<file path="config.mk">
export PLATFORM = sky130hd
export DESIGN_NAME = park_sensor_zone_filter_core_flat
export DESIGN_NICKNAME = d
export VERILOG_FILES = /design/src/design/psz_pkg.sv /design/src/design/psz_if.sv /design/src/design/psz_zone_lane.sv /design/src/design/psz_merge.sv /design/src/design/park_sensor_zone_filter_core.sv /design/src/flat_wrapper.sv
export SDC_FILE = /design/constraint.sdc
export NUM_CORES = 1
export LEC_CHECK = 0
export ABC_AREA = 1
export ABC_CLOCK_PERIOD_IN_PS = 7100
export BUFFER_PORTS_ARGS = -buffer_cell sky130_fd_sc_hd__buf_2
export CAP_MARGIN = 10
export CORE_ASPECT_RATIO = 1.2
export CORE_MARGIN = 5
export CORE_UTILIZATION = 32
export CTS_BUF_LIST = sky130_fd_sc_hd__clkbuf_8
export DETAILED_ROUTE_END_ITERATION = 10
export SETUP_SLACK_MARGIN = 0.5
export SLEW_MARGIN = 20
export SYNTH_ARGS = -nofsm -noshare
export SYNTH_HDL_FRONTEND = slang
export SYNTH_SLANG_ARGS = --single-unit
</file>
<file path="constraint.sdc">
create_clock -name clk -period 7.1 [get_ports clk]
set_input_delay 2.13 -clock clk [delete_from_list [all_inputs] [get_ports clk]]
set_output_delay 2.13 -clock clk [all_outputs]
set_load 0.05 [all_outputs]
</file>
<file path="src/design/psz_pkg.sv">
// shared types and constants of the parking sensor zone filter
`default_nettype none
package psz_pkg;

  localparam int RAW_W  = 8;
  localparam int ZONE_W = 9;
  localparam int LAST_W = 10;
  localparam int CNT_W  = 4;

  localparam logic [CNT_W-1:0]  DIV_STEPS     = CNT_W'(ZONE_W);
  localparam logic [RAW_W-1:0]  ACTIVE_CODE_A = 8'hEF;
  localparam logic [RAW_W-1:0]  ACTIVE_CODE_B = 8'hC7;
  localparam logic [LAST_W-1:0] NO_ZONE       = 10'h3FF;
  localparam logic [ZONE_W-1:0] HIST_RESET    = 9'd255;

  localparam logic [1:0] MODE_SUPPRESS = 2'd1;
  localparam logic [1:0] MODE_ALWAYS   = 2'd2;

  localparam logic [2:0] REG_OUTER_MIN    = 3'd0;
  localparam logic [2:0] REG_OUTER_STEP   = 3'd1;
  localparam logic [2:0] REG_INNER_MIN    = 3'd2;
  localparam logic [2:0] REG_INNER_STEP   = 3'd3;
  localparam logic [2:0] REG_DISPLAY_MODE = 3'd4;

  typedef struct packed {
    logic load;
    logic step;
  } lane_ctl_t;

  typedef struct packed {
    logic              sensing_on;
    logic              update_valid;
    logic [ZONE_W-1:0] left_zone;
    logic [ZONE_W-1:0] right_zone;
    logic              restore_default;
  } result_t;

endpackage
`default_nettype wire

</file>
<file path="src/design/psz_if.sv">
// request channel interfaces for sensor frames and zone results
`default_nettype none
interface psz_in_if;
  logic       valid;
  logic       ready;
  logic [7:0] status_code;
  logic [7:0] outer_left_raw;
  logic [7:0] outer_right_raw;
  logic [7:0] middle_left_raw;
  logic [7:0] middle_right_raw;

  modport source (output valid, status_code, outer_left_raw, outer_right_raw,
                  middle_left_raw, middle_right_raw, input ready);
  modport sink (input valid, status_code, outer_left_raw, outer_right_raw,
                middle_left_raw, middle_right_raw, output ready);
endinterface

interface psz_out_if;
  logic       valid;
  logic       ready;
  logic       sensing_on;
  logic       update_valid;
  logic [8:0] left_zone;
  logic [8:0] right_zone;
  logic       restore_default;

  modport source (output valid, sensing_on, update_valid, left_zone, right_zone,
                  restore_default, input ready);
  modport sink (input valid, sensing_on, update_valid, left_zone, right_zone,
                restore_default, output ready);
endinterface
`default_nettype wire

</file>
<file path="src/design/psz_zone_lane.sv">
// one zone lane: offset and bit-serial restoring division by the step
`default_nettype none
module psz_zone_lane (
  input  wire logic                        clk,
  input  wire psz_pkg::lane_ctl_t          ctl,
  input  wire logic [psz_pkg::RAW_W-1:0]   raw,
  input  wire logic [psz_pkg::RAW_W-1:0]   min_val,
  input  wire logic [psz_pkg::RAW_W-1:0]   step_val,
  output logic      [psz_pkg::ZONE_W-1:0]  zone
);

  logic [psz_pkg::RAW_W-1:0]  div_r;
  logic [psz_pkg::RAW_W-1:0]  rem_r;
  logic [psz_pkg::ZONE_W-1:0] quo_r;
  logic [psz_pkg::RAW_W-1:0]  div_eff;
  logic [psz_pkg::ZONE_W-1:0] top_sum;
  logic [psz_pkg::ZONE_W-1:0] start_val;
  logic [psz_pkg::ZONE_W-1:0] trial;
  logic [psz_pkg::ZONE_W-1:0] diff;
  logic                       fits;

  always_comb begin
    div_eff   = (step_val == '0) ? psz_pkg::RAW_W'(1) : step_val;
    top_sum   = {1'b0, raw} + {1'b0, div_eff};
    start_val = (top_sum < {1'b0, min_val}) ? '0 : top_sum - {1'b0, min_val};
    trial     = {rem_r, quo_r[psz_pkg::ZONE_W-1]};
    fits      = (trial >= {1'b0, div_r});
    diff      = trial - {1'b0, div_r};
  end

  always_ff @(posedge clk) begin
    if (ctl.load) begin
      div_r <= div_eff;
      rem_r <= '0;
      quo_r <= start_val;
    end else if (ctl.step) begin
      rem_r <= fits ? diff[psz_pkg::RAW_W-1:0] : trial[psz_pkg::RAW_W-1:0];
      quo_r <= {quo_r[psz_pkg::ZONE_W-2:0], fits};
    end
  end

  assign zone = quo_r;

endmodule
`default_nettype wire

</file>
<file path="src/design/psz_merge.sv">
// merge stage: side minimum, median history, repeat suppression, sensing state
`default_nettype none
module psz_merge (
  input  wire logic                        clk,
  input  wire logic                        rst_n,
  input  wire logic                        fire,
  input  wire logic [psz_pkg::RAW_W-1:0]   status,
  input  wire logic [1:0]                  mode,
  input  wire logic [psz_pkg::ZONE_W-1:0]  zone_ol,
  input  wire logic [psz_pkg::ZONE_W-1:0]  zone_or,
  input  wire logic [psz_pkg::ZONE_W-1:0]  zone_ml,
  input  wire logic [psz_pkg::ZONE_W-1:0]  zone_mr,
  output psz_pkg::result_t                 res
);

  logic                       active_r;
  logic [psz_pkg::ZONE_W-1:0] lhist_r [3];
  logic [psz_pkg::ZONE_W-1:0] rhist_r [3];
  logic [psz_pkg::ZONE_W-1:0] lhist_nxt [3];
  logic [psz_pkg::ZONE_W-1:0] rhist_nxt [3];
  logic [1:0]                 ptr_r;
  logic [1:0]                 fill_r;
  logic [psz_pkg::LAST_W-1:0] last_left_r;
  logic [psz_pkg::LAST_W-1:0] last_right_r;
  logic [psz_pkg::ZONE_W-1:0] left_new;
  logic [psz_pkg::ZONE_W-1:0] right_new;
  logic [psz_pkg::ZONE_W-1:0] left_filt;
  logic [psz_pkg::ZONE_W-1:0] right_filt;
  logic                       is_active;
  logic                       suppress;
  logic                       show;

  function automatic logic [psz_pkg::ZONE_W-1:0] median3(
    input logic [psz_pkg::ZONE_W-1:0] a,
    input logic [psz_pkg::ZONE_W-1:0] b,
    input logic [psz_pkg::ZONE_W-1:0] c
  );
    logic [psz_pkg::ZONE_W-1:0] hi;
    logic [psz_pkg::ZONE_W-1:0] lo;
    hi = (a > b) ? a : b;
    lo = (a > b) ? b : a;
    if (c >= hi) begin
      median3 = hi;
    end else if (c <= lo) begin
      median3 = lo;
    end else begin
      median3 = c;
    end
  endfunction

  always_comb begin
    is_active = (status == psz_pkg::ACTIVE_CODE_A) || (status == psz_pkg::ACTIVE_CODE_B);
    left_new  = (zone_ml < zone_ol) ? zone_ml : zone_ol;
    right_new = (zone_mr < zone_or) ? zone_mr : zone_or;
    for (int i = 0; i < 3; i++) begin
      lhist_nxt[i] = (ptr_r == 2'(i)) ? left_new  : lhist_r[i];
      rhist_nxt[i] = (ptr_r == 2'(i)) ? right_new : rhist_r[i];
    end
    if (fill_r > 2'd1) begin
      left_filt  = median3(lhist_nxt[0], lhist_nxt[1], lhist_nxt[2]);
      right_filt = median3(rhist_nxt[0], rhist_nxt[1], rhist_nxt[2]);
    end else begin
      left_filt  = left_new;
      right_filt = right_new;
    end
    suppress = (mode == psz_pkg::MODE_SUPPRESS) &&
               ({1'b0, left_filt} == last_left_r) &&
               ({1'b0, right_filt} == last_right_r);
    show = (mode == psz_pkg::MODE_SUPPRESS) || (mode == psz_pkg::MODE_ALWAYS);

    res = '0;
    if (!is_active) begin
      res.restore_default = active_r;
    end else begin
      res.sensing_on = 1'b1;
      if (!suppress && show) begin
        res.update_valid = 1'b1;
        res.left_zone    = left_filt;
        res.right_zone   = right_filt;
      end
    end
  end

  always_ff @(posedge clk) begin
    if (!rst_n) begin
      active_r     <= 1'b0;
      ptr_r        <= '0;
      fill_r       <= '0;
      last_left_r  <= '0;
      last_right_r <= '0;
      for (int i = 0; i < 3; i++) begin
        lhist_r[i] <= psz_pkg::HIST_RESET;
        rhist_r[i] <= psz_pkg::HIST_RESET;
      end
    end else if (fire) begin
      if (!is_active) begin
        if (active_r) begin
          active_r     <= 1'b0;
          last_left_r  <= psz_pkg::NO_ZONE;
          last_right_r <= psz_pkg::NO_ZONE;
          fill_r       <= '0;
          ptr_r        <= '0;
        end
      end else begin
        active_r <= 1'b1;
        for (int i = 0; i < 3; i++) begin
          lhist_r[i] <= lhist_nxt[i];
          rhist_r[i] <= rhist_nxt[i];
        end
        if (fill_r <= 2'd1) begin
          fill_r <= fill_r + 2'd1;
        end
        ptr_r <= (ptr_r == 2'd2) ? 2'd0 : ptr_r + 2'd1;
        if (!suppress) begin
          last_left_r  <= {1'b0, left_filt};
          last_right_r <= {1'b0, right_filt};
        end
      end
    end
  end

endmodule
`default_nettype wire

</file>
<file path="src/design/park_sensor_zone_filter_core.sv">
// top level of the parking sensor zone filter with its register port
//
// One request on in_chan carries a sensor frame (status byte and four raw
// distances); each frame yields exactly one result request on out_chan.
// Four lanes turn the raw distances into zones at once, each with a
// bit-serial divider that takes one quotient bit per cycle; a frame passes
// through the lanes (ST_DIV) and then the merge stage (ST_MERGE) before
// its result is offered, and the next frame is accepted only once that
// frame's merge is done.
// in_chan.ready is high only while the lanes are free. A finished result
// sits in the output register; the next frame is accepted and divided while
// it waits, and that frame's merge holds until the output register frees.
// Registers sit on the APB-style port at byte addresses 0, 4, 8, 12, 16:
// outer_min, outer_step, inner_min, inner_step, display_mode.
// Reset (synchronous, active low) restores the register defaults, clears
// the filter history to 255 and the sensing state, and empties the output.
`default_nettype none
module park_sensor_zone_filter_core (
  input  wire logic        clk,
  input  wire logic        rst_n,
  psz_in_if.sink           in_chan,
  psz_out_if.source        out_chan,
  input  wire logic        psel,
  input  wire logic        penable,
  input  wire logic        pwrite,
  input  wire logic [4:0]  paddr,
  input  wire logic [31:0] pwdata,
  output logic      [31:0] prdata,
  output logic             pready
);

  typedef enum logic [1:0] {
    ST_IDLE,
    ST_DIV,
    ST_MERGE
  } state_t;

  state_t                            state_r;
  logic [psz_pkg::CNT_W-1:0]         cnt_r;
  logic [psz_pkg::RAW_W-1:0]         status_r;
  logic                              out_valid_r;
  psz_pkg::result_t                  res_r;
  psz_pkg::result_t                  res_merge;
  psz_pkg::lane_ctl_t                lane_ctl;

  logic [psz_pkg::RAW_W-1:0]         outer_min_r;
  logic [psz_pkg::RAW_W-1:0]         outer_step_r;
  logic [psz_pkg::RAW_W-1:0]         inner_min_r;
  logic [psz_pkg::RAW_W-1:0]         inner_step_r;
  logic [1:0]                        display_mode_r;

  logic [psz_pkg::RAW_W-1:0]         lane_raw  [4];
  logic [psz_pkg::RAW_W-1:0]         lane_min  [4];
  logic [psz_pkg::RAW_W-1:0]         lane_step [4];
  logic [psz_pkg::ZONE_W-1:0]        lane_zone [4];

  logic accept;
  logic fire;
  logic wr_en;

  assign pready = 1'b1;
  assign wr_en  = psel && penable && pwrite;

  always_ff @(posedge clk) begin
    if (!rst_n) begin
      outer_min_r    <= 8'd25;
      outer_step_r   <= 8'd8;
      inner_min_r    <= 8'd25;
      inner_step_r   <= 8'd30;
      display_mode_r <= psz_pkg::MODE_SUPPRESS;
    end else if (wr_en) begin
      unique case (paddr[4:2])
        psz_pkg::REG_OUTER_MIN:    outer_min_r    <= pwdata[7:0];
        psz_pkg::REG_OUTER_STEP:   outer_step_r   <= pwdata[7:0];
        psz_pkg::REG_INNER_MIN:    inner_min_r    <= pwdata[7:0];
        psz_pkg::REG_INNER_STEP:   inner_step_r   <= pwdata[7:0];
        psz_pkg::REG_DISPLAY_MODE: display_mode_r <= pwdata[1:0];
        default: ;
      endcase
    end
  end

  always_comb begin
    unique case (paddr[4:2])
      psz_pkg::REG_OUTER_MIN:    prdata = {24'd0, outer_min_r};
      psz_pkg::REG_OUTER_STEP:   prdata = {24'd0, outer_step_r};
      psz_pkg::REG_INNER_MIN:    prdata = {24'd0, inner_min_r};
      psz_pkg::REG_INNER_STEP:   prdata = {24'd0, inner_step_r};
      psz_pkg::REG_DISPLAY_MODE: prdata = {30'd0, display_mode_r};
      default:                   prdata = '0;
    endcase
  end

  assign in_chan.ready = (state_r == ST_IDLE);
  assign accept        = in_chan.valid && in_chan.ready;
  assign fire          = (state_r == ST_MERGE) && (!out_valid_r || out_chan.ready);
  assign lane_ctl.load = accept;
  assign lane_ctl.step = (state_r == ST_DIV);

  always_ff @(posedge clk) begin
    if (!rst_n) begin
      state_r     <= ST_IDLE;
      cnt_r       <= '0;
      status_r    <= '0;
      out_valid_r <= 1'b0;
      res_r       <= '0;
    end else begin
      if (out_chan.ready && !fire) begin
        out_valid_r <= 1'b0;
      end
      unique case (state_r)
        ST_IDLE: begin
          if (accept) begin
            status_r <= in_chan.status_code;
            cnt_r    <= '0;
            state_r  <= ST_DIV;
          end
        end
        ST_DIV: begin
          cnt_r <= cnt_r + psz_pkg::CNT_W'(1);
          if (cnt_r == psz_pkg::DIV_STEPS - psz_pkg::CNT_W'(1)) begin
            state_r <= ST_MERGE;
          end
        end
        ST_MERGE: begin
          if (fire) begin
            res_r       <= res_merge;
            out_valid_r <= 1'b1;
            state_r     <= ST_IDLE;
          end
        end
        default: state_r <= ST_IDLE;
      endcase
    end
  end

  always_comb begin
    lane_raw[0]  = in_chan.outer_left_raw;
    lane_raw[1]  = in_chan.outer_right_raw;
    lane_raw[2]  = in_chan.middle_left_raw;
    lane_raw[3]  = in_chan.middle_right_raw;
    lane_min[0]  = outer_min_r;
    lane_min[1]  = outer_min_r;
    lane_min[2]  = inner_min_r;
    lane_min[3]  = inner_min_r;
    lane_step[0] = outer_step_r;
    lane_step[1] = outer_step_r;
    lane_step[2] = inner_step_r;
    lane_step[3] = inner_step_r;
  end

  for (genvar g = 0; g < 4; g++) begin : g_lane
    psz_zone_lane u_lane (
      .clk      (clk),
      .ctl      (lane_ctl),
      .raw      (lane_raw[g]),
      .min_val  (lane_min[g]),
      .step_val (lane_step[g]),
      .zone     (lane_zone[g])
    );
  end

  psz_merge u_merge (
    .clk     (clk),
    .rst_n   (rst_n),
    .fire    (fire),
    .status  (status_r),
    .mode    (display_mode_r),
    .zone_ol (lane_zone[0]),
    .zone_or (lane_zone[1]),
    .zone_ml (lane_zone[2]),
    .zone_mr (lane_zone[3]),
    .res     (res_merge)
  );

  assign out_chan.valid           = out_valid_r;
  assign out_chan.sensing_on      = res_r.sensing_on;
  assign out_chan.update_valid    = res_r.update_valid;
  assign out_chan.left_zone       = res_r.left_zone;
  assign out_chan.right_zone      = res_r.right_zone;
  assign out_chan.restore_default = res_r.restore_default;

`ifndef SYNTHESIS
  a_accept_starts_div: assert property (@(posedge clk) disable iff (!rst_n)
    accept |=> (state_r == ST_DIV))
    else $error("accepted frame did not start the lanes");

  a_merge_output_free: assert property (@(posedge clk) disable iff (!rst_n)
    fire |-> (!out_valid_r || out_chan.ready))
    else $error("merge overwrote a pending result");

  a_restore_exclusive: assert property (@(posedge clk) disable iff (!rst_n)
    out_valid_r |-> !(res_r.restore_default && (res_r.sensing_on || res_r.update_valid)))
    else $error("restore flagged on an active result");

  a_update_needs_sensing: assert property (@(posedge clk) disable iff (!rst_n)
    (out_valid_r && res_r.update_valid) |-> res_r.sensing_on)
    else $error("update without sensing");
`endif

endmodule
`default_nettype wire
</file>
<file path="src/flat_wrapper.sv">
// flat-port wrapper written by rule: the top's interface ports become plain ports
module park_sensor_zone_filter_core_flat 
  (clk, rst_n, psel, penable, pwrite, paddr, pwdata, prdata, pready, in_chan_valid, in_chan_status_code, in_chan_outer_left_raw, in_chan_outer_right_raw, in_chan_middle_left_raw, in_chan_middle_right_raw, in_chan_ready, out_chan_valid, out_chan_sensing_on, out_chan_update_valid, out_chan_left_zone, out_chan_right_zone, out_chan_restore_default, out_chan_ready);
  psz_in_if in_chan_i ();
  psz_out_if out_chan_i ();
  input  wire logic clk;
  input  wire logic rst_n;
  input  wire logic psel;
  input  wire logic penable;
  input  wire logic pwrite;
  input  wire logic [4:0] paddr;
  input  wire logic [31:0] pwdata;
  output logic      [31:0] prdata;
  output logic pready;
  input wire logic [$bits(in_chan_i.valid)-1:0] in_chan_valid;
  input wire logic [$bits(in_chan_i.status_code)-1:0] in_chan_status_code;
  input wire logic [$bits(in_chan_i.outer_left_raw)-1:0] in_chan_outer_left_raw;
  input wire logic [$bits(in_chan_i.outer_right_raw)-1:0] in_chan_outer_right_raw;
  input wire logic [$bits(in_chan_i.middle_left_raw)-1:0] in_chan_middle_left_raw;
  input wire logic [$bits(in_chan_i.middle_right_raw)-1:0] in_chan_middle_right_raw;
  output wire logic [$bits(in_chan_i.ready)-1:0] in_chan_ready;
  output wire logic [$bits(out_chan_i.valid)-1:0] out_chan_valid;
  output wire logic [$bits(out_chan_i.sensing_on)-1:0] out_chan_sensing_on;
  output wire logic [$bits(out_chan_i.update_valid)-1:0] out_chan_update_valid;
  output wire logic [$bits(out_chan_i.left_zone)-1:0] out_chan_left_zone;
  output wire logic [$bits(out_chan_i.right_zone)-1:0] out_chan_right_zone;
  output wire logic [$bits(out_chan_i.restore_default)-1:0] out_chan_restore_default;
  input wire logic [$bits(out_chan_i.ready)-1:0] out_chan_ready;
  assign in_chan_i.valid = in_chan_valid;
  assign in_chan_i.status_code = in_chan_status_code;
  assign in_chan_i.outer_left_raw = in_chan_outer_left_raw;
  assign in_chan_i.outer_right_raw = in_chan_outer_right_raw;
  assign in_chan_i.middle_left_raw = in_chan_middle_left_raw;
  assign in_chan_i.middle_right_raw = in_chan_middle_right_raw;
  assign in_chan_ready = in_chan_i.ready;
  assign out_chan_valid = out_chan_i.valid;
  assign out_chan_sensing_on = out_chan_i.sensing_on;
  assign out_chan_update_valid = out_chan_i.update_valid;
  assign out_chan_left_zone = out_chan_i.left_zone;
  assign out_chan_right_zone = out_chan_i.right_zone;
  assign out_chan_restore_default = out_chan_i.restore_default;
  assign out_chan_i.ready = out_chan_ready;
  park_sensor_zone_filter_core u_core (.clk(clk), .rst_n(rst_n), .in_chan(in_chan_i), .out_chan(out_chan_i), .psel(psel), .penable(penable), .pwrite(pwrite), .paddr(paddr), .pwdata(pwdata), .prdata(prdata), .pready(pready));
endmodule
</file>
---- Word level (Yosys, flattened, before mapping) ----
Memory sizes are Yosys's and may differ from the RTL's.
Index checks and enable logic that the tools add are counted.
word-level totals
  register bits after elaboration ......... 179
  RAM bits ................................ 54
  input port bits ......................... 84
  output and inout port bits .............. 56
  logic and storage cells ................. 194
  memories ................................ 2
cells by class
  add/subtract/negate cells ............... 15
  $lt $le $gt $ge ......................... 18
  equality and inequality tests ........... 20
  mux-type cells .......................... 70
  bitwise operators ....................... 6
  reductions and logical operators ........ 34
memories
  memory                  depth  bits a word  read ports  clocked after Yosys merged registers in  wr ports  line             text
  u_core.u_merge.lhist_r  3      9            3           0                                        3         psz_merge.sv:17  logic [psz_pkg::ZONE_W-1:0] lhist_r [3];
  u_core.u_merge.rhist_r  3      9            3           0                                        3         psz_merge.sv:18  logic [psz_pkg::ZONE_W-1:0] rhist_r [3];
operators by type and width
  kind                                            count
  9-bit 2-to-1 mux                                36
  10-bit 2-to-1 mux                               5
  8-bit 2-to-1 mux                                6
  8-bit one-hot mux with 5 select lines           1
  8-bit by 8-bit adder with 9-bit output          4
  9-bit by 8-bit >= comparator with 1-bit output  4
  9-bit by 8-bit < comparator with 1-bit output   4
  9-bit by 8-bit subtractor with 9-bit output     4
  8-bit subtractor                                4
  9-bit by 10-bit == test with 1-bit output       2
  20-bit 2-to-1 mux                               1
  19-bit 2-to-1 mux                               1
  9-bit >= comparator                             2
  9-bit > comparator                              2
  9-bit <= comparator                             2
  9-bit < comparator                              2
  2-bit AND reduction                             9
  8-bit == test, second input constant            2
  8-bit zero test                                 2
  2-bit 2-to-1 mux                                8
  1-bit 2-to-1 mux                                9
  3-bit AND reduction                             3
  1-bit logical AND                               8
  4-bit one-hot mux with 2 select lines           1
  20 further kinds                                41

---- Logic depth before layout (Yosys ltp) ----
Gate-level depths: netlist of run 1.
  depth in word-level cells ............... 16
  gate-level depth with buffers ........... 56
  mapped depth without buffers ............ 53

---- Hierarchy ----
A second synthesis of run 1 with hierarchy kept.
unflattened totals
  cell total of the unflattened synthesis .. 2,917
  area total of the unflattened synthesis .. 19,989.2 um^2
modules (own cells, without submodules)
  module                                       instances  cells an instance  area an instance (um^2)  sequential area each (um^2)
  psz_merge                                    1          1,223              7,962.6                  2,102.0
  psz_zone_lane (u_core.g_lane[1].u_lane ...)  2          318                2,239.6                  670.6
  park_sensor_zone_filter_core                 1          419                3,064.2                  1,401.3
  psz_zone_lane (u_core.g_lane[0].u_lane)      1          323                2,248.4                  670.6
  psz_zone_lane (u_core.g_lane[3].u_lane)      1          316                2,234.6                  670.6

---- Least setup slack after synthesis of run 1 ----
OpenSTA, ideal clock, no wires.
  path kind ............................... flip-flop to flip-flop
  start point ............................. reg u_core.g_lane[3].u_lane.quo_r, in the netlist u_core.g_lane[3].u_lane.zone[4]
  end point ............................... reg u_core.u_merge.last_left_r[0] (netlist bit)
  setup time .............................. 0.111 ns
  arrival ................................. 5.797 ns
  required time ........................... 6.989 ns
  slack ................................... 1.192 ns
  cell stages (with the launch flop) ...... 47
  path buffers ............................ 4
  clock period less this slack ............ 5.908 ns
  path through ............................ edfxtp_1 ha_1 a21oi_1 o21ai_1 nand2_1 nand4_2 buf_6 o21ai_0 nand2_1 o21ai_0 inv_1 ha_1 a21oi_1 o21a_1 nand2_1 a31o_2 nand2_1 clkbuf_1 [11 not listed] nand3_1 nand2_1 inv_1 nand2_1 nand2_1 nand2_1 nand4_1 nor2_1 nand2_1 nor2_1 nand2_1 nor2_4 nand3_4 nand2_2 inv_4 buf_8 nor2_1 nor2_1
between the ends
  word-level cells in the longest chain between the ends .. 13
  elaborated cells between the ends (all ways) .. 17
  classes of those cells .................. order compare: 4; eq/ne: 2; mux: 9; reduce/logical: 2
RTL lines
  item                                         line                              text
  from (decl)                                  psz_zone_lane.sv:14               logic [psz_pkg::ZONE_W-1:0] quo_r;
  from (signal assigned)                       psz_zone_lane.sv:35               quo_r <= start_val;
  from (signal assigned)                       psz_zone_lane.sv:38               quo_r <= {quo_r[psz_pkg::ZONE_W-2:0], fits};
  9-bit < comparator                           psz_merge.sv:54                   right_new = (zone_mr < zone_or) ? zone_mr : zone_or;
  9-bit 2-to-1 mux *                           psz_merge.sv:54
  9-bit 2-to-1 mux                             psz_merge.sv:57                   rhist_nxt[i] = (ptr_r == 2'(i)) ? right_new : rhist_r[i];
  9-bit > comparator                           psz_merge.sv:40, psz_merge.sv:41
  9-bit 2-to-1 mux                             psz_merge.sv:41                   lo = (a > b) ? b : a;
  9-bit <= comparator                          psz_merge.sv:44                   end else if (c <= lo) begin
  9-bit 2-to-1 mux                             psz_merge.sv:44
  9-bit 2-to-1 mux                             psz_merge.sv:42                   if (c >= hi) begin
  9-bit 2-to-1 mux *                           psz_merge.sv:59                   if (fill_r > 2'd1) begin
  9-bit by 10-bit == test with 1-bit output *  psz_merge.sv:68                   ({1'b0, right_filt} == last_right_r);
  1-bit logical AND *                          psz_merge.sv:67                   ({1'b0, left_filt} == last_left_r) &&
  2-bit inequality test (no line) *            --
  3-bit AND reduction (no line) *              --
  to (signal assigned)                         psz_merge.sv:99                   last_left_r <= psz_pkg::NO_ZONE;
  to (signal assigned)                         psz_merge.sv:115                  last_left_r <= {1'b0, left_filt};
  to (decl)                                    psz_merge.sv:23                   logic [psz_pkg::LAST_W-1:0] last_left_r;
Mark *: on every way between the ends. The rest lies on a longest branch, timed or not.
A chain may end at the register's enable or synchronous reset.

==> impl_metrics.tcl, run 1 <==
set metrics [dict create \
    num-nets-final 2777 \
    io_buffers 88 \
    tightestPinTransition_ns 0.922 \
    synth_cells 2327 \
    viasPerCell 4.96 \
    syn_area_um2 17100 \
    clkPwrFrac_pct 23.2 \
    grt_pass1_wl_mm 79.8 \
    ys_ff_latch 231 \
    dp_slack_ns -0.0663 \
    leakage_nw 9.52 \
    drt_pass1_iterations 5 \
    multiInputGateArea_um2 10500 \
    p_int_mw 3.72 \
    hold_class "flop to flop" \
    antenna_found_initial 1 \
    setup_viol 0 \
    gr-max-usage-layer "met2" \
    synthFlopType "dfxtp_1" \
    synth_cell_types 58 \
    synth-seq-area-share_pct 33.3 \
    arrival_ns 6.85 \
    r2r_setup_slack_ns 0.79 \
    fin_crit_ns 6.31 \
    slew_violations 0 \
    avgSynthCellArea_um2 7.33 \
    grt_pass1_vias 15400 \
    ys_warn_count 0 \
    max_freq_ghz 0.159 \
    final_cell_area_um2 20800 \
    crit_buf_inv 8 \
    seq_power_share_pct 25.9 \
    clock_latency_ns 0.63 \
    tns_ns 0 \
    wl_per_cell_um 16.0 \
    crit_path_end_kind "flop" \
    io_pins 140 \
    critical-path-slowest-cell "edfxtp_1" \
    rows 92 \
    cap_viol_max_count 0 \
    routed_wl_mm 52.2 \
    cp_top_family "simple AND/OR/NAND/NOR gates" \
    clock-sinks 231 \
    grt_remaining_overflow 0 \
    drt_first_iter_violations 873 \
    fin_ws_ns 0.792 \
    slowest_delay_ns 0.40 \
    grtUsageMet3_pct 2.73 \
    path_clk_slew_ns 0.06 \
    num-fill-cells 5395 \
    path_class "flop to flop" \
    postPlaceCellArea_um2 18400 \
    status "complete, no violations" \
    dieWidth_um 221 \
    dieArea_um2 58000 \
    drc 0 \
    cts_root_buf "clkbuf_8" \
    swShare_pct 41.5 \
    cts_buffers 44 \
    tritoncts "done" \
    finalClockSkew_ns 0.0346 \
    cp.required_ns 7.64 \
    grt_util_met1_pct 20.9 \
    synth_edf_count 106 \
    power_frac_comb_pct 50.9 \
    finalCritPeriodShare_pct 88.8 \
    post-synth-top-count-cell "nand2_1" \
    detail-route-antenna-nets 0 \
    ys_top_cells_by_count "nand2_1, inv_1, o21ai_0, ha_1" \
    seq_area_um2 5690 \
    hpwl_mm 38.6 \
    slew_headroom_pct 38.0 \
    rsz0062_at_grt "no" \
    area.growth.synth_to_final_pct 21.9 \
    core-area_um2 52600 \
    vias 16100 \
    power.density_nw_per_um2 306 \
    ir_worst_vdd_mv 0.195 \
    synth_area_leaders "edfxtp_1, dfxtp_1, nand2_1" \
    crit_fanout 8 \
    holdWs_ns 0.460 \
    gp_congestion 0.916 \
    cp-start-kind "flop" \
    met2_usage_pct 29.1 \
    yosysTopAreaCell "edfxtp_1" \
    start_util_pct 32.4 \
    switching_power_mw 2.64 \
    finalHoldViolations 0 \
    drive_gt1_share_pct 20.1 \
    ctsLongestPathBuffers 3 \
    fp.dieH_um 263 \
    cts_max_level 2 \
    grt.total_usage_pct 16.9 \
    async_flop_share_pct 0 \
    yosysTopAreaCellShare_pct 18.7 \
    cp_common_cell "nand2_1" \
    grt_max_degree 66 \
]
## sequential cells by signal, indices dropped and copies added (netlist names), 9 cells and up
signal                       flops
u_core.g_lane.u_lane.div_r      16
u_core.g_lane.u_lane.rem_r      32
u_core.g_lane.u_lane.zone       36
u_core.out_chan.left_zone        9
u_core.out_chan.right_zone       9
u_core.u_merge.last_left_r      10
u_core.u_merge.last_right_r      9
u_core.u_merge.lhist_r          27
u_core.u_merge.rhist_r          27
## worst reg2reg max path: cells and delay by family (launching register included)
family,cells,cell delay [ns]
AO/OA/AOI/OAI,9,1.28
adder cells (fa/ha/maj),3,0.76
buffers and inverters,8,1.02
flip-flops,1,0.40
AND/OR/NAND/NOR,30,2.77
## area by class of cell
class | instances | share of cell area, %
Antenna cell | 1 | 0.0120
Clock buffer | 52 | 3.44
Clock inverter | 28 | 1.23
Inverter | 305 | 5.57
Multi-Input combinational cell | 1704 | 50.4
Sequential cell | 231 | 27.3
Tap cell | 705 | 4.24
Timing Repair Buffer | 225 | 7.74
Timing Repair inverter | 2 | 0.0722
## final timing paths
path                                   start                             end  cells past startpoint
max          u_core.g_lane[1].u_lane.zone[6]  u_core.u_merge.last_right_r[1]                     50
min                       u_core.status_r[2]              u_core.status_r[2]                      2
max reg2reg  u_core.g_lane[1].u_lane.zone[6]  u_core.u_merge.last_right_r[1]                     50
min reg2reg               u_core.status_r[2]              u_core.status_r[2]                      2
## placed cells by master (no fill, tap or decap), types with 6 or more instances in the layout
| cell type | instances |
|---|---|
| nand2_1 | 531 |
| inv_1 | 282 |
| a21oi_1 | 157 |
| nor2_1 | 155 |
| ha_1 | 151 |
| o21ai_0 | 136 |
| dfxtp_1 | 125 |
| nand3_1 | 120 |
| buf_4 | 118 |
| edfxtp_1 | 106 |
| buf_2 | 89 |
| nand2_2 | 56 |
| clkbuf_8 | 52 |
| xor2_1 | 44 |
| inv_2 | 28 |
| o22ai_1 | 26 |
| xnor2_1 | 25 |
| o21ai_2 | 25 |
| conb_1 | 25 |
| nor2_2 | 19 |
| or2_2 | 19 |
| nand4_1 | 17 |
| o21ai_1 | 17 |
| ha_4 | 17 |
| o21bai_1 | 13 |
| o21ai_4 | 13 |
| nor3_1 | 12 |
| fa_1 | 12 |
| nand3_2 | 11 |
| o211ai_1 | 10 |
| nand3b_1 | 10 |
| buf_6 | 10 |
| and2_1 | 9 |
| o2111ai_1 | 8 |
| clkinv_2 | 8 |
| a21oi_2 | 7 |
| o21a_1 | 7 |
| a211oi_1 | 6 |
## through the flow
| step | utilization (%) | power (mW) | instances |
|---|---|---|---|
| finish | 39.5 | 6.36 | 3253 |
| global route | 39.5 | 6.80 | 3253 |
| CTS | 37.1 | 5.80 | 3183 |
| detailed placement | 35.0 | 4.23 | 3094 |
| global placement | 35.0 | 4.17 | 3094 |
| floorplan | - | 3.48 | 2350 |
## metal layers
metal  vias to the layer above  part of all wire, %
met2                       442                   50
met3                       124                  4.7
met4                         0                  4.0
met1                      7537                   42
met5                         -                    0
li1                       8031                    -
## power groups by stage
| stage | Sequential, mW | Combinational, mW | Clock (mW) |
|---|---|---|---|
| 2_1_floorplan | 1.64 | 1.84 | 0 |
| 5_1_grt | 1.66 | 3.57 | 1.57 |
| 4_1_cts | 1.64 | 2.65 | 1.51 |
| 3_3_place_gp | 1.66 | 2.51 | 0 |
| 3_5_place_dp | 1.67 | 2.56 | 0 |
| 6_report | 1.65 | 3.23 | 1.48 |
## kinds of logic after synthesis
family / after synthesis / synth area share, %
adder cells (fa/ha/maj): 180 / 13.7
buffers and inverters: 416 / 10.1
AO/OA/AOI/OAI: 450 / 14.7
AND/OR/NAND/NOR: 979 / 24.6
XOR/XNOR: 69 / 3.54
flip-flops: 231 / 33.3
other: 2 / 0.0440
## timing repair
action,CTS,global route
hold buffers,0,0
resized for setup,26,196
pin swaps,1,66
setup buffers,9,63
endpoints found under the setup margin,38,38
gates cloned,0,6
(Power assumes the default switching activity.)
==> inputs of run 2 (changes only) <==
- RECOVER_POWER: not set -> 50
==> impl_metrics.tcl, run 2 (synthesis gave the netlist of run 1 again) <==
set metrics [dict create \
    num-nets-final 2777 \
    dieWidth_um 221 \
    clock-sinks 231 \
    vias 16100 \
    io_pins 140 \
    cp.required_ns 7.63 \
    ctsLongestPathBuffers 3 \
    ir_worst_vdd_mv 0.194 \
    io_buffers 88 \
    rr_worst_depth 50 \
    cts_root_buf "clkbuf_8" \
    met3WireLength_mm 2.41 \
    final_cell_mix "nand2_1, inv_1, a21oi_1, nor2_1, ha_1" \
    num-fill-cells 5406 \
    fin_crit_ns 6.34 \
    viasPerCell 4.95 \
    fp.dieH_um 263 \
    top_layer_used "met4" \
    tightestPinTransition_ns 2.84 \
    met1Wirelength_mm 21.6 \
    wl_met2_mm 25.9 \
    total_power_mw 6.35 \
    grt_remaining_overflow 0 \
    leakage_nw 9.39 \
    start_util_pct 32.4 \
    cp_top_family "simple AND/OR/NAND/NOR gates" \
    critical-path-slowest-cell "edfxtp_1" \
    violations "max-capacitance violations, max-slew violations" \
    clock_latency_ns 0.63 \
    crit_fanout 8 \
    hold_buffers 0 \
    crit_buf_inv 8 \
    setup_viol 0 \
    hold_class "flop to flop" \
    gp_congestion 0.916 \
    cts_max_level 2 \
    antenna_found_initial 1 \
    area.growth.synth_to_final_pct 21.6 \
    slew_headroom_pct -89.4 \
    tritoncts "done" \
    finalClockSkew_ns 0.0347 \
    cap_viol_max_count 5 \
    drt_first_iter_violations 821 \
    worstSetupPathDepth 50 \
    max_freq_ghz 0.158 \
    min_delay_path_depth 2 \
    drive_gt1_share_pct 18.9 \
    slowest_delay_ns 0.40 \
    routed_wl_mm 52.0 \
    grt.total_usage_pct 16.9 \
    rsz0062_at_grt "no" \
    drt_pass1_iterations 6 \
    mostFrequentLayoutCell "nand2_1" \
    dp_cells 3094 \
    core-area_um2 52600 \
    path_clk_slew_ns 0.06 \
    instances_no_fill 3253 \
    grt_max_degree 66 \
    holdWs_ns 0.460 \
    grt_pass1_vias 15400 \
    largest_reg_flops 36 \
    finalCritPeriodShare_pct 89.3 \
    detail-route-antenna-nets 0 \
    crit_path_end_kind "flop" \
    path_class "flop to flop" \
    slew_violations 233 \
    final_cell_area_um2 20700 \
    dieArea_um2 58000 \
    status "finished, violations left" \
    postPlaceCellArea_um2 18400 \
    cts_buffers 44 \
    drc 0 \
    arrival_ns 6.88 \
    grt_pass1_wl_mm 79.8 \
    finalHoldViolations 0 \
    wl_per_cell_um 16.0 \
    power.density_nw_per_um2 306 \
    rows 92 \
    cp-start-kind "flop" \
    hpwl_mm 38.6 \
    cp_common_cell "nand2_1" \
]
[run 2: cell count changes in the layout (fill, tap and decap cells not counted)]
cell      previous run  this run
buf_4              118       112
clkbuf_1             0        30
nor2_1             155       156
clkbuf_2             0         1
nor2_2              19        18
inv_1              282       283
buf_2               89        64
inv_2               28        27
[run 2: path summary, 6_finish.rpt]
check / slack, ns / startpoint / end
max reg2reg: 0.76 / u_core.g_lane[1].u_lane.zone[6] / u_core.u_merge.last_right_r[1]
max: 0.76 / u_core.g_lane[1].u_lane.zone[6] / u_core.u_merge.last_right_r[1]
min reg2reg: 0.46 / u_core.status_r[2] / u_core.status_r[2]
min: 0.46 / u_core.status_r[2] / u_core.status_r[2]
[run 2: area by class of cell]
cell class              instances  area [um2]  area share, %
flip-flops and latches        231        5690           27.4
diodes                          1        2.50         0.0121
multi-input cells            1704       10500           50.5
repair inverters                2        15.0         0.0724
inverters                     305        1160           5.59
repair buffers                225        1560           7.51
clock inverters                28         255           1.23
well taps                     705         882           4.25
clock buffers                  52         716           3.45
[run 2: routing by layer]
layer | up-vias | GRT usage [%]
met5 | - | 0
met4 | 0 | 6.72
met3 | 117 | 2.73
met2 | 400 | 29.1
met1 | 7568 | 20.9
li1 | 8016 | -
[run 2: through the flow]
step	setup slack (ns)	util, %	TNS [ns]
floorplan	1.19	-	0
global placement	-0.0489	35.0	-0.687
detailed placement	-0.0663	35.0	-1.21
CTS	0.502	37.1	0
global route	0.295	39.4	0
finish	0.756	39.4	0
[run 2: what timing repair did]
action,CTS,global route
resized for setup,26,196
endpoints found under the setup margin,38,38
hold endpoints to repair,0,0
cloned,0,6
buffers inserted,9,63
pin swaps,1,66
[run 2: report_power, final]
group / switching (mW) / internal (mW)
combinational: 1.91 / 1.32
clock: 0.625 / 0.851
sequential: 0.101 / 1.55
[run 2: tightest hold or removal path, delay by kind of cell (launching register included)]
family / cells / cell delay, ns
buffers and inverters: 1 / 0.06
DFF: 1 / 0.30
AOI/OAI and AO/OA: 1 / 0.05
==> inputs of run 3 (changes only) <==
- SYNTH_HIERARCHICAL: not set -> 1
==> impl_metrics.tcl, run 3 <==
set metrics [dict create \
    status "finished, violations left" \
    violations "max-capacitance violations, max-slew violations" \
    power.density_nw_per_um2 274 \
    cp.required_ns 7.60 \
    grt_pass1_vias 17600 \
    avgSynthCellArea_um2 6.85 \
    crit_path_end_kind "flop" \
    slowest_delay_ns 0.41 \
    vias 18500 \
    ctsLongestPathBuffers 3 \
    synthSimpleGateAreaFrac_pct 38.2 \
    ys_warn_count 6 \
    gp_congestion 0.877 \
    final_cell_mix "nand2_1, inv_1, nand3_1, nor2_1, ha_1" \
    synth_edf_count 122 \
    fin_crit_ns 6.23 \
    cp_common_cell "nand2_1" \
    hold_class "flop to flop" \
    synth_area_leaders "edfxtp_1, nand2_1, dfxtp_1" \
    syn_area_um2 20000 \
    slew_headroom_pct -23.6 \
    ys_ff_latch 248 \
    grt_pass1_wl_mm 92.0 \
    synthFlopType "dfxtp_1" \
    antenna_found_initial 1 \
    setup_viol 0 \
    dieWidth_um 238 \
    finalClockSkew_ns 0.0166 \
    crit_fanout 16 \
    rows 100 \
    post-synth-top-count-cell "nand2_1" \
    ys_top_cells_by_count "nand2_1, inv_1, nand3_1, nor2_1, ha_1" \
    cts_buffers 46 \
    total_power_mw 6.18 \
    slew_violations 160 \
    max_freq_ghz 0.161 \
    clock_latency_ns 0.59 \
    mostFrequentLayoutCell "nand2_1" \
    synth_top_family_by_area "simple AND/OR/NAND/NOR gates" \
    drc 0 \
    cp-start-kind "flop" \
    ir_worst_vdd_mv 0.202 \
    yosysTopAreaCellShare_pct 18.3 \
    rsz0062_at_grt "no" \
    grt_max_degree 49 \
    synth-seq-area-share_pct 30.9 \
    wl_per_cell_um 14.8 \
    grt_remaining_overflow 0 \
    synth_cells 2917 \
    detail-route-antenna-nets 0 \
    num-nets-final 3310 \
    muxShareOfSynthArea_pct 0.0501 \
    area.growth.synth_to_final_pct 13.0 \
    clock-sinks 248 \
    finalHoldViolations 0 \
    num-fill-cells 6760 \
    drive_gt1_share_pct 12.2 \
    tns_ns 0 \
    start_util_pct 32.3 \
    synth_cell_types 54 \
    synthAdderAreaFrac_pct 11.8 \
    tritoncts "done" \
    synth-compound-area-share_pct 7.12 \
    leakage_nw 11.4 \
    finalCritPeriodShare_pct 87.7 \
    largest_reg_flops 36 \
    fp.dieH_um 284 \
    grt.total_usage_pct 16.5 \
    arrival_ns 6.73 \
    yosysTopAreaCell "edfxtp_1" \
    hpwl_mm 43.7 \
    routed_wl_mm 57.5 \
    viasPerCell 4.74 \
    cts_max_level 2 \
    core-area_um2 61900 \
    path_clk_slew_ns 0.06 \
    cts_root_buf "clkbuf_8" \
    synth-xor-area-share_pct 1.75 \
    cap_viol_max_count 4 \
    dieArea_um2 67600 \
    async_flop_share_pct 0 \
    drt_pass1_iterations 5 \
    critical-path-slowest-cell "edfxtp_1" \
    hold_buffers 0 \
    io_pins 140 \
    drt_first_iter_violations 1154 \
    tightestPinTransition_ns 1.85 \
    io_buffers 88 \
    path_class "flop to flop" \
]
==> run 3: worst paths after layout <==
path | from | endpoint | slack [ns] | cells past startpoint
max | u_core/g_lane[1].u_lane/zone[8] | u_core/u_merge/last_left_r[6] | 0.87 | 41
min | u_core/cnt_r[2] | u_core/cnt_r[2] | 0.47 | 2
max reg2reg | u_core/g_lane[1].u_lane/zone[8] | u_core/u_merge/last_left_r[6] | 0.87 | 41
min reg2reg | u_core/cnt_r[2] | u_core/cnt_r[2] | 0.47 | 2
==> run 3: metrics by stage <==
| stage | std cells | hold slack (ns) | utilization [%] | instance area (um2) | worst slack (ns) |
|---|---|---|---|---|---|
| 4_1_cts | 3873 | 0.470 | 36.0 | 22300 | 0.553 |
| 5_1_grt | 3898 | 0.495 | 36.5 | 22600 | 0.380 |
| 3_3_place_gp | 3788 | 0.452 | 34.5 | 21400 | 0.539 |
| 3_5_place_dp | 3788 | 0.460 | 34.5 | 21400 | 0.506 |
| 2_1_floorplan | 2940 | 0.437 | - | 20100 | 1.60 |
| 6_report | 3898 | 0.467 | 36.5 | 22600 | 0.871 |
==> run 3: cell type report <==
cell class / instances / area [um2] / share of cell area, %
sequential: 248 / 6190 / 27.4
multi-input combinational: 2204 / 12000 / 53.1
antenna: 1 / 2.50 / 0.0111
timing repair buffer: 167 / 1020 / 4.53
clock inverter: 33 / 224 / 0.992
tap: 816 / 1020 / 4.52
inverter: 377 / 1420 / 6.30
clock buffer: 52 / 716 / 3.17
==> run 3: critical path: cells and delay by family (launching register included) <==
family | cells | cell delay (ns)
flops | 1 | 0.41
simple gates | 24 | 3.02
buf+inv | 10 | 1.24
compound gates | 4 | 0.61
fa+ha+maj | 3 | 0.85
==> run 3: what timing repair did <==
item / in CTS / in global routing
pin swaps: 0 / 5
resized for setup: 1 / 30
setup buffers: 0 / 24
setup endpoints to repair: 6 / 38
==> run 3: cells by family (layout without fill, tap and decap cells) <==
logic type,Yosys count,after routing
flip-flops,248,248
adder cells (fa/ha/maj),182,182
other,2,26
XOR/XNOR,40,40
multiplexers,1,1
AO/OA/AOI/OAI,256,256
buffers and inverters,488,629
AND/OR/NAND/NOR,1700,1700
==> run 3: layer usage <==
layer  part of all wire, %  vias up  GRT usage [%]
met2                    49      387           29.3
li1                      -     9623              -
met4                   3.7        0           6.20
met3                   4.4      104           2.00
met5                     0        -              0
met1                    43     8368           20.5
==> run 3: where the power goes <==
part           total, mW  internal, mW  switching [mW]
clock               1.44         0.783           0.656
combinational       2.97          1.10            1.87
sequential          1.77          1.65           0.120
total               6.18          3.53            2.65
